--- config.mk ---
export PLATFORM = sky130hd
export DESIGN_NAME = cookie_jar_request_engine_flat
export DESIGN_NICKNAME = d
export VERILOG_FILES = /design/src/rtl/core/cjre_pkg.sv /design/src/rtl/core/cjre_if.sv /design/src/rtl/core/cjre_ram.sv /design/src/rtl/core/cjre_datapath.sv /design/src/rtl/core/cjre_ctrl.sv /design/src/rtl/core/cookie_jar_request_engine.sv /design/src/flat_wrapper.sv
export SDC_FILE = /design/constraint.sdc
export NUM_CORES = 2
export LEC_CHECK = 0
export ABC_AREA = 1
export BUFFER_PORTS_ARGS = -buffer_cell sky130_fd_sc_hd__buf_2
export CAP_MARGIN = 25
export CORE_AREA = 3 3 428 430
export CTS_CLUSTER_DIAMETER = 30
export DETAILED_ROUTE_END_ITERATION = 10
export DIE_AREA = 0 0 431 433
export PLACE_DENSITY_LB_ADDON = 0.05
export SETUP_SLACK_MARGIN = 0.1
export SYNTH_ARGS = -nofsm -noshare
export SYNTH_HDL_FRONTEND = slang
export SYNTH_SLANG_ARGS = --single-unit
export TNS_END_PERCENT = 20
--- constraint.sdc ---
create_clock -name clock -period 10.75 [get_ports clock]
set_clock_uncertainty 0.15 [all_clocks]
set_input_delay 1.6125 -clock clock [delete_from_list [all_inputs] [get_ports clock]]
set_output_delay 1.6125 -clock clock [all_outputs]
set_load 0.01 [all_outputs]
--- src/rtl/core/cjre_pkg.sv ---
// ----------------------------------------------------------------------------
// cjre_pkg
// Shared types, codes and defaults of the cookie jar request engine.
// ----------------------------------------------------------------------------
package cjre_pkg;

   // Fixed field widths of the request and result items.
   localparam int KIND_W         = 3;
   localparam int STATUS_W       = 2;
   localparam int COOKIE_FIELD_W = 64;

   // Default sizes handed to the top level.
   localparam int DEF_COOKIE_BYTES = 8;
   localparam int DEF_CLIENT_DEPTH = 16;
   localparam int DEF_SERVER_DEPTH = 16;

   // Request kinds; the remaining codes are bad requests.
   typedef enum logic [KIND_W-1:0] {
      KIND_CLIENT_INSERT   = 3'd0,
      KIND_CLIENT_RETRIEVE = 3'd1,
      KIND_SERVER_INSERT   = 3'd2,
      KIND_SERVER_VERIFY   = 3'd3
   } kind_type;

   // Result status codes.
   typedef enum logic [STATUS_W-1:0] {
      STATUS_OK   = 2'd0,
      STATUS_FAIL = 2'd1,
      STATUS_FULL = 2'd2,
      STATUS_BAD  = 2'd3
   } status_type;

   // Controller states.
   typedef enum logic [1:0] {
      STATE_IDLE,
      STATE_POP,
      STATE_SCAN
   } state_type;

   // Commands from the controller to the datapath.
   typedef struct packed {
      logic       c_push;
      logic       c_pop;
      logic       s_push;
      logic       sv_start;
      logic       sv_step;
      logic       sv_finish;
      logic       load;
      logic       load_pop;
      status_type load_status;
   } cmd_type;

   // Status from the datapath to the controller.
   typedef struct packed {
      logic c_empty;
      logic c_full;
      logic s_full;
      logic scan_done;
      logic hit;
      logic out_free;
   } stat_type;

endpackage

--- src/rtl/core/cjre_if.sv ---
// ----------------------------------------------------------------------------
// cjre_if
// Valid/ready channels for request items and result items.
// ----------------------------------------------------------------------------
interface cjre_req_if
   import cjre_pkg::*;
();
   logic                      valid;
   logic                      ready;
   logic [KIND_W-1:0]         kind;
   logic [COOKIE_FIELD_W-1:0] cookie_value;

   modport source (output valid, kind, cookie_value, input ready);
   modport sink   (input valid, kind, cookie_value, output ready);
endinterface

interface cjre_rsp_if
   import cjre_pkg::*;
();
   logic                      valid;
   logic                      ready;
   logic [STATUS_W-1:0]       status;
   logic [COOKIE_FIELD_W-1:0] cookie_out;

   modport source (output valid, status, cookie_out, input ready);
   modport sink   (input valid, status, cookie_out, output ready);
endinterface

--- src/rtl/core/cjre_ram.sv ---
// ----------------------------------------------------------------------------
// cjre_ram
// Generic single write port RAM with one registered read port.
// ----------------------------------------------------------------------------
module cjre_ram #(
   parameter int WIDTH = 64,
   parameter int DEPTH = 16,
   localparam int AW   = (DEPTH > 1) ? $clog2(DEPTH) : 1
) (
   input  logic             clock,
   input  logic             wr_en,
   input  logic [AW-1:0]    wr_addr,
   input  logic [WIDTH-1:0] wr_data,
   input  logic [AW-1:0]    rd_addr,
   output logic [WIDTH-1:0] rd_data
);

   logic [WIDTH-1:0] mem_ff [DEPTH];
   logic [WIDTH-1:0] rd_data_ff;

   // Write, and read with the data registered.
   always_ff @(posedge clock) begin
      if (wr_en) begin
         mem_ff[wr_addr] <= wr_data;
      end
      rd_data_ff <= mem_ff[rd_addr];
   end

   assign rd_data = rd_data_ff;

endmodule

--- src/rtl/core/cjre_datapath.sv ---
// ----------------------------------------------------------------------------
// cjre_datapath
// Client stack, server table, scan pointers and the result register.
// ----------------------------------------------------------------------------
module cjre_datapath
   import cjre_pkg::*;
#(
   parameter int COOKIE_BYTES = DEF_COOKIE_BYTES,
   parameter int CLIENT_DEPTH = DEF_CLIENT_DEPTH,
   parameter int SERVER_DEPTH = DEF_SERVER_DEPTH
) (
   input  logic                      clock,
   input  logic                      reset,
   input  logic [COOKIE_FIELD_W-1:0] req_cookie,
   input  logic                      rsp_ready,
   input  cmd_type                   cmd,
   output stat_type                  stat,
   output logic                      rsp_valid,
   output logic [STATUS_W-1:0]       rsp_status,
   output logic [COOKIE_FIELD_W-1:0] rsp_cookie
);

   localparam int CK_W = 8 * COOKIE_BYTES;
   localparam int C_AW = (CLIENT_DEPTH > 1) ? $clog2(CLIENT_DEPTH) : 1;
   localparam int C_CW = $clog2(CLIENT_DEPTH + 1);
   localparam int S_AW = (SERVER_DEPTH > 1) ? $clog2(SERVER_DEPTH) : 1;
   localparam int S_CW = $clog2(SERVER_DEPTH + 1);

   logic [CK_W-1:0]           ck_req;
   logic [CK_W-1:0]           ck_ff, ck_in;
   logic [C_CW-1:0]           c_count_ff, c_count_in;
   logic [C_CW-1:0]           c_top;
   logic [CK_W-1:0]           c_rd_data;
   logic [S_CW-1:0]           s_count_ff, s_count_in;
   logic [S_CW-1:0]           rd_ff, rd_in;
   logic [S_CW-1:0]           wr_ff, wr_in;
   logic                      pend_ff, pend_in;
   logic                      hit_ff, hit_in;
   logic [CK_W-1:0]           s_rd_data;
   logic                      match;
   logic                      s_we;
   logic [S_CW-1:0]           s_waddr;
   logic [CK_W-1:0]           s_wdata;
   logic                      rsp_valid_ff, rsp_valid_in;
   logic [STATUS_W-1:0]       rsp_status_ff, rsp_status_in;
   logic [COOKIE_FIELD_W-1:0] rsp_cookie_ff, rsp_cookie_in;

   // Bits above the cookie width take no part in anything.
   assign ck_req = req_cookie[CK_W-1:0];

   // Client stack: push at the count, pop reads the entry below it.
   assign c_top = c_count_ff - 1'b1;

   cjre_ram #(
      .WIDTH (CK_W),
      .DEPTH (CLIENT_DEPTH)
   ) u_client_ram (
      .clock   (clock),
      .wr_en   (cmd.c_push),
      .wr_addr (c_count_ff[C_AW-1:0]),
      .wr_data (ck_req),
      .rd_addr (c_top[C_AW-1:0]),
      .rd_data (c_rd_data)
   );

   // Server table: insert appends; the scan writes survivors back in order.
   assign match   = (s_rd_data == ck_ff);
   assign s_we    = cmd.s_push | (cmd.sv_step & pend_ff & ~match);
   assign s_waddr = cmd.s_push ? s_count_ff : wr_ff;
   assign s_wdata = cmd.s_push ? ck_req : s_rd_data;

   cjre_ram #(
      .WIDTH (CK_W),
      .DEPTH (SERVER_DEPTH)
   ) u_server_ram (
      .clock   (clock),
      .wr_en   (s_we),
      .wr_addr (s_waddr[S_AW-1:0]),
      .wr_data (s_wdata),
      .rd_addr (rd_ff[S_AW-1:0]),
      .rd_data (s_rd_data)
   );

   // Counts, scan pointers and the verify cookie.
   always_comb begin
      c_count_in = c_count_ff;
      s_count_in = s_count_ff;
      rd_in      = rd_ff;
      wr_in      = wr_ff;
      pend_in    = pend_ff;
      hit_in     = hit_ff;
      ck_in      = ck_ff;
      if (cmd.c_push) begin
         c_count_in = c_count_ff + 1'b1;
      end
      if (cmd.c_pop) begin
         c_count_in = c_top;
      end
      if (cmd.s_push) begin
         s_count_in = s_count_ff + 1'b1;
      end
      if (cmd.sv_start) begin
         ck_in   = ck_req;
         rd_in   = '0;
         wr_in   = '0;
         pend_in = 1'b0;
         hit_in  = 1'b0;
      end
      if (cmd.sv_step) begin
         // Issue the next read while entries remain.
         if (rd_ff != s_count_ff) begin
            rd_in   = rd_ff + 1'b1;
            pend_in = 1'b1;
         end else begin
            pend_in = 1'b0;
         end
         // Judge the entry read in the previous cycle.
         if (pend_ff) begin
            if (match) begin
               hit_in = 1'b1;
            end else begin
               wr_in = wr_ff + 1'b1;
            end
         end
      end
      if (cmd.sv_finish) begin
         s_count_in = wr_ff;
      end
   end

   // Result register: a new item may load while the old one is taken.
   always_comb begin
      rsp_valid_in  = rsp_valid_ff & ~rsp_ready;
      rsp_status_in = rsp_status_ff;
      rsp_cookie_in = rsp_cookie_ff;
      if (cmd.load) begin
         rsp_valid_in  = 1'b1;
         rsp_status_in = cmd.load_status;
         rsp_cookie_in = cmd.load_pop ? COOKIE_FIELD_W'(c_rd_data) : '0;
      end
   end

   // Control registers.
   always_ff @(posedge clock) begin
      if (reset) begin
         c_count_ff   <= '0;
         s_count_ff   <= '0;
         pend_ff      <= 1'b0;
         rsp_valid_ff <= 1'b0;
      end else begin
         c_count_ff   <= c_count_in;
         s_count_ff   <= s_count_in;
         pend_ff      <= pend_in;
         rsp_valid_ff <= rsp_valid_in;
      end
   end

   // Payload registers.
   always_ff @(posedge clock) begin
      ck_ff         <= ck_in;
      rd_ff         <= rd_in;
      wr_ff         <= wr_in;
      hit_ff        <= hit_in;
      rsp_status_ff <= rsp_status_in;
      rsp_cookie_ff <= rsp_cookie_in;
   end

   // Status to the controller.
   assign stat.c_empty   = (c_count_ff == '0);
   assign stat.c_full    = (c_count_ff == C_CW'(CLIENT_DEPTH));
   assign stat.s_full    = (s_count_ff == S_CW'(SERVER_DEPTH));
   assign stat.scan_done = (rd_ff == s_count_ff) & ~pend_ff;
   assign stat.hit       = hit_ff;
   assign stat.out_free  = ~rsp_valid_ff | rsp_ready;

   assign rsp_valid  = rsp_valid_ff;
   assign rsp_status = rsp_status_ff;
   assign rsp_cookie = rsp_cookie_ff;

endmodule

--- src/rtl/core/cjre_ctrl.sv ---
// ----------------------------------------------------------------------------
// cjre_ctrl
// Request sequencer: decodes each item and steps the datapath through it.
// ----------------------------------------------------------------------------
module cjre_ctrl
   import cjre_pkg::*;
(
   input  logic              clock,
   input  logic              reset,
   input  logic              req_valid,
   input  logic [KIND_W-1:0] req_kind,
   input  stat_type          stat,
   output logic              req_ready,
   output cmd_type           cmd
);

   state_type state_ff, state_in;
   logic      accept;

   // An item enters only when idle and the result register can take its answer.
   assign req_ready = (state_ff == STATE_IDLE) & stat.out_free;
   assign accept    = req_valid & req_ready;

   // Next state.
   always_comb begin
      state_in = state_ff;
      unique case (state_ff)
         STATE_IDLE: begin
            if (accept) begin
               unique case (kind_type'(req_kind))
                  KIND_CLIENT_RETRIEVE: begin
                     if (!stat.c_empty) begin
                        state_in = STATE_POP;
                     end
                  end
                  KIND_SERVER_VERIFY: state_in = STATE_SCAN;
                  default:            state_in = STATE_IDLE;
               endcase
            end
         end
         STATE_POP:  state_in = STATE_IDLE;
         STATE_SCAN: begin
            if (stat.scan_done) begin
               state_in = STATE_IDLE;
            end
         end
         default:    state_in = STATE_IDLE;
      endcase
   end

   // Commands.
   always_comb begin
      cmd             = '0;
      cmd.load_status = STATUS_BAD;
      unique case (state_ff)
         STATE_IDLE: begin
            if (accept) begin
               unique case (kind_type'(req_kind))
                  KIND_CLIENT_INSERT: begin
                     cmd.load = 1'b1;
                     if (stat.c_full) begin
                        cmd.load_status = STATUS_FULL;
                     end else begin
                        cmd.c_push      = 1'b1;
                        cmd.load_status = STATUS_OK;
                     end
                  end
                  KIND_CLIENT_RETRIEVE: begin
                     if (stat.c_empty) begin
                        cmd.load        = 1'b1;
                        cmd.load_status = STATUS_FAIL;
                     end else begin
                        cmd.c_pop = 1'b1;
                     end
                  end
                  KIND_SERVER_INSERT: begin
                     cmd.load = 1'b1;
                     if (stat.s_full) begin
                        cmd.load_status = STATUS_FULL;
                     end else begin
                        cmd.s_push      = 1'b1;
                        cmd.load_status = STATUS_OK;
                     end
                  end
                  KIND_SERVER_VERIFY: begin
                     cmd.sv_start = 1'b1;
                  end
                  default: begin
                     cmd.load        = 1'b1;
                     cmd.load_status = STATUS_BAD;
                  end
               endcase
            end
         end
         STATE_POP: begin
            // The popped entry is on the read port now.
            cmd.load        = 1'b1;
            cmd.load_pop    = 1'b1;
            cmd.load_status = STATUS_OK;
         end
         STATE_SCAN: begin
            if (stat.scan_done) begin
               cmd.sv_finish   = 1'b1;
               cmd.load        = 1'b1;
               cmd.load_status = stat.hit ? STATUS_OK : STATUS_FAIL;
            end else begin
               cmd.sv_step = 1'b1;
            end
         end
         default: begin
            cmd.load_status = STATUS_BAD;
         end
      endcase
   end

   // State register.
   always_ff @(posedge clock) begin
      if (reset) begin
         state_ff <= STATE_IDLE;
      end else begin
         state_ff <= state_in;
      end
   end

endmodule

--- src/rtl/core/cookie_jar_request_engine.sv ---
// ----------------------------------------------------------------------------
// cookie_jar_request_engine
// Serves cookie requests against a client stack and a server table.
// ----------------------------------------------------------------------------
//  channel   | direction | payload
//  ----------+-----------+--------------------------------
//  req_chan  | in        | kind, cookie_value
//  rsp_chan  | out       | status, cookie_out
//
// Inserts, bad requests and a retrieve from an empty stack load their result as they
// are accepted; any other retrieve first makes one registered read of the stack memory.
// A verify scans the server table, reading and rewriting it one entry a cycle through
// its one read port and its one write port.
// Reset empties both stores at once; their memories need no clearing.
// An item is taken only when the block is idle and no result waits, or it leaves.
// ----------------------------------------------------------------------------
module cookie_jar_request_engine
   import cjre_pkg::*;
#(
   parameter int COOKIE_BYTES = DEF_COOKIE_BYTES,
   parameter int CLIENT_DEPTH = DEF_CLIENT_DEPTH,
   parameter int SERVER_DEPTH = DEF_SERVER_DEPTH
) (
   input  logic        clock,
   input  logic        reset,
   cjre_req_if.sink    req_chan,
   cjre_rsp_if.source  rsp_chan
);

   cmd_type  cmd;
   stat_type stat;
   logic     req_ready;

   cjre_ctrl u_ctrl (
      .clock     (clock),
      .reset     (reset),
      .req_valid (req_chan.valid),
      .req_kind  (req_chan.kind),
      .stat      (stat),
      .req_ready (req_ready),
      .cmd       (cmd)
   );

   cjre_datapath #(
      .COOKIE_BYTES (COOKIE_BYTES),
      .CLIENT_DEPTH (CLIENT_DEPTH),
      .SERVER_DEPTH (SERVER_DEPTH)
   ) u_datapath (
      .clock      (clock),
      .reset      (reset),
      .req_cookie (req_chan.cookie_value),
      .rsp_ready  (rsp_chan.ready),
      .cmd        (cmd),
      .stat       (stat),
      .rsp_valid  (rsp_chan.valid),
      .rsp_status (rsp_chan.status),
      .rsp_cookie (rsp_chan.cookie_out)
   );

   assign req_chan.ready = req_ready;

endmodule
--- src/flat_wrapper.sv ---
// flat-port wrapper written by rule: the top's interface ports become plain ports
module cookie_jar_request_engine_flat import cjre_pkg::*;
#(
   parameter int COOKIE_BYTES = DEF_COOKIE_BYTES,
   parameter int CLIENT_DEPTH = DEF_CLIENT_DEPTH,
   parameter int SERVER_DEPTH = DEF_SERVER_DEPTH
)
  (clock, reset, req_chan_valid, req_chan_kind, req_chan_cookie_value, req_chan_ready, rsp_chan_valid, rsp_chan_status, rsp_chan_cookie_out, rsp_chan_ready);
  cjre_req_if req_chan_i ();
  cjre_rsp_if rsp_chan_i ();
  input  logic clock;
  input  logic reset;
  input wire logic [$bits(req_chan_i.valid)-1:0] req_chan_valid;
  input wire logic [$bits(req_chan_i.kind)-1:0] req_chan_kind;
  input wire logic [$bits(req_chan_i.cookie_value)-1:0] req_chan_cookie_value;
  output wire logic [$bits(req_chan_i.ready)-1:0] req_chan_ready;
  output wire logic [$bits(rsp_chan_i.valid)-1:0] rsp_chan_valid;
  output wire logic [$bits(rsp_chan_i.status)-1:0] rsp_chan_status;
  output wire logic [$bits(rsp_chan_i.cookie_out)-1:0] rsp_chan_cookie_out;
  input wire logic [$bits(rsp_chan_i.ready)-1:0] rsp_chan_ready;
  assign req_chan_i.valid = req_chan_valid;
  assign req_chan_i.kind = req_chan_kind;
  assign req_chan_i.cookie_value = req_chan_cookie_value;
  assign req_chan_ready = req_chan_i.ready;
  assign rsp_chan_valid = rsp_chan_i.valid;
  assign rsp_chan_status = rsp_chan_i.status;
  assign rsp_chan_cookie_out = rsp_chan_i.cookie_out;
  assign rsp_chan_i.ready = rsp_chan_ready;
  cookie_jar_request_engine #(.COOKIE_BYTES(COOKIE_BYTES), .CLIENT_DEPTH(CLIENT_DEPTH), .SERVER_DEPTH(SERVER_DEPTH)) u_core (.clock(clock), .reset(reset), .req_chan(req_chan_i), .rsp_chan(rsp_chan_i));
endmodule
==> impl_metrics.csv <==
group,metric,value,unit
run_status,status,"finished, final reports clean",
synthesis,synth_top_family_by_area,"compound AO/OA/AOI/OAI gates",
sta,relSlewSlack,23.3,%
cts,post-cts-setup-buffers,0,
floorplanning,fp.dieW,431,um
global_route,grt_pass1_vias,55412,
final_layout,layout-drive-gt1-share,16.1,%
pwr,power.share.combinational,12.9,%
cts,cts_resized,0,
sta,worst_pin_slew,1.15,ns
global_route,grt_pass1_wl,359000,um
cts,cts_root_buffer,"clkbuf_16",
synthesis,syn_inst,6492,
place,pre_cts_ws,5.26,ns
synthesis,ys_seq_elements,2331,
final_layout,post-route-util,61.2,%
critical_path,crit_path_end_kind,"flop",
pwr,power.density,275,nW/um^2
pwr,power_leakage,37.7,nW
sta,rsz0062_at_grt,"no",
final_layout,stdcell_area,110000,um^2
place,place_hpwl,125000,um
critical_path,crit_type,"reg2reg",
detailed_routing,via_per_inst,5.77,
synthesis,syn_area_per_cell,13.8,um^2
floorplanning,die_h,433,um
floorplanning,fp.coreArea,180000,um^2
global_route,overflow,0,
cts,cts_tree,"done",
pwr,power_frac_seq,36.1,%
sta,finalSetupViolCount,0,
place,portBuffers,138,
synthesis,synthMuxAreaShare,1.90,%
synthesis,yosysWarnings,0,
global_route,antenna_found_initial,26,
hold_path,hp-class,"reg2reg",
critical_path,critical_path_required,11.47,ns
cts,h-tree-depth,5,
sta,fmax,190,MHz
final_layout,instances_no_fill,9623,
synthesis,synthAdderAreaFrac,0.126,%
run,drv_cap,0,
cts,holdBufCountCts,0,
cts,clock-sinks,2331,
final_layout,final_nets,6911,
synthesis,yosys.area_share.simple,7.71,%
sta,holdWs,0.332,ns
final_layout,multiInputGateArea,18900,um^2
synthesis,synth_compound_area_share,10.8,%
global_route,grt_usage,25.8,%
detailed_routing,wl_per_cell,25.2,um
critical_path,worstPathArrival,5.98,ns
synthesis,synthXorXnorAreaFrac,0.215,%
detailed_routing,drtAntennaViolNets,0,
critical_path,cp_max_fo,194,
critical_path,cp-start-kind,"flop",
synthesis,synth_area,89700,um^2
cts,cts_buffer_depth,4,
synthesis,ys_types,45,
pwr,irDropWorstVdd,176,uV
detailed_routing,routed_wl,242000,um
pwr,intPower,22.5,mW
detailed_routing,drtPass1Iterations,6,
final_layout,seq_area,68500,um^2
final_layout,final_common_cell,"edfxtp_1",
cts,cts_buffers,493,
detailed_routing,drc_errors,0,
final_layout,final_cell_mix,"edfxtp_1 (2,178), nor2_1 (1,121), o21ai_0 (889)",
sta,slew_viol_final,0,
pwr,report.power.total,30.4,mW
synthesis,ys_seq_area_share,76.3,%
floorplanning,start_util,49.8,%
sta,fin_crit,5.25,ns
place,dpl-instance-area,93000,um^2
detailed_routing,vias,55504,
global_route,grt_max_degree,198,
pwr,netSwitchingFraction,25.9,%
place,gp_congestion,0.792,
pwr,p_clk_share,51.0,%
sta,final-hold-violation-count,0,
floorplanning,dieArea,187000,um^2
floorplanning,io-pin-count,139,
sta,tns,0,ns
place,post-place-cells,8704,
final_layout,synthToLayoutAreaGrowth,23.0,%
floorplanning,rows,156,
pwr,p_sw,7.85,mW
cts,clk_latency,0.97,ns
detailed_routing,drtIter0Drc,5061,
sta,fin_ws,5.50,ns
sta,period_share,48.9,%
final_layout,fillers,13612,
synthesis,synth_nets,6572,
cts,path_clk_slew,0.05,ns
[critical path, stage by stage (launching register included)]
cell and delay, ns:
dfxtp_4 0.81, inv_8 0.38, buf_4 0.48, ha_4 0.95, buf_4 0.72, buf_12 0.60
o21ai_0 0.23, o221ai_1 0.22, nand3_1 0.15, o21ai_1 0.10
[power by group through the flow]
stage                     registers, mW  logic (mW)  clock network (mW)
after floorplan                    11.0        2.36                   0
after global placement             11.1        3.85                   0
after detailed placement           11.1        3.90                   0
after CTS                          11.0        3.92                15.7
after global routing               11.0        4.34                16.2
final                              11.0        3.92                15.5
[layout make-up]
| class | count | share of cell area (%) |
|---|---|---|
| multi-input cells | 3508 | 17.2 |
| well taps | 2370 | 2.69 |
| inverters | 215 | 0.774 |
| flip-flops and latches | 2331 | 62.1 |
| clock inverters | 330 | 3.83 |
| repair buffers | 282 | 1.67 |
| diodes | 9 | 0.0204 |
| clock buffers | 578 | 11.8 |
[Yosys cell counts, drive strengths merged]
cell type,instances,area share (%)
edfxtp,2178,73
o311a,1,0.011
o32ai,64,0.63
nor2,1145,4.9
nand3,156,0.87
dfxtp,153,3.4
ha,9,0.13
o21ai,944,5.3
clkbuf,301,1.3
xor2,18,0.18
a21oi,24,0.15
o31ai,1,0.0084
nand2,423,1.8
o21a,1,0.0084
o211ai,66,0.55
nand3b,1,0.0084
o22ai,107,0.75
clkinv,1,0.0042
xnor2,4,0.039
inv,214,0.90
a31oi,1,0.0070
or2,1,0.0070
nor3,30,0.18
buf,137,0.76
mux2i,170,1.9
o2111ai,1,0.0098
o221ai,341,3.3
[routing by layer]
metal / track usage, % / wire length, um / vias to the layer above
met3: 5.81 / 18200 / 409
li1: - / - / 25174
met4: 8.65 / 6730 / 14
met1: 35.4 / 103000 / 27910
met2: 41.2 / 114000 / 1997
met5: 0 / 95 / -
[path summary, 6_finish.rpt]
kind                                                                    from                                           endpoint  cells past startpoint  slack, ns
worst max register to register  u_core.u_datapath.c_count_ff[0]$_SDFFE_PP0P_  u_core.u_datapath.u_client_ram.rd_data[9]$_DFF_P_                      9       5.50
worst min-delay path                      u_core.u_datapath.wr_ff[4]$_DFF_P_                 u_core.u_datapath.wr_ff[4]$_DFF_P_                      2       0.33
worst min register to register            u_core.u_datapath.wr_ff[4]$_DFF_P_                 u_core.u_datapath.wr_ff[4]$_DFF_P_                      2       0.33
worst max-delay path            u_core.u_datapath.c_count_ff[0]$_SDFFE_PP0P_  u_core.u_datapath.u_client_ram.rd_data[9]$_DFF_P_                      9       5.50
[kinds of logic (layout without fill, tap and decap cells)]
group | after synthesis | after routing
xor gates and xnor gates | 22 | 22
buffers and inverters | 653 | 1405
muxes | 170 | 170
other | 0 | 9
AOI/OAI and AO/OA | 1551 | 1551
DFF | 2331 | 2331
and+or+nand+nor | 1756 | 1756
adders and majority gates | 9 | 9
[registers in the layout (all words and copies together) (netlist names)]
signal and flops:
u_core.u_datapath.u_server_ram.rd_data 64, u_core.u_datapath.rsp_valid 1, u_core.u_datapath.wr_ff 5, u_core.u_datapath.ck_ff 64, u_core.u_datapath.rsp_status 2, u_core.u_datapath.rd_ff 5, u_core.u_datapath.s_count_ff 5, u_core.u_datapath.pend_ff 1
u_core.u_datapath.u_server_ram.mem_ff 1024, u_core.u_ctrl.state_ff 2, u_core.u_datapath.rsp_cookie 64, u_core.u_datapath.c_count_ff 5, u_core.u_datapath.hit_ff 1, u_core.u_datapath.u_client_ram.mem_ff 1024, u_core.u_datapath.u_client_ram.rd_data 64
(Power assumes the default switching activity.)
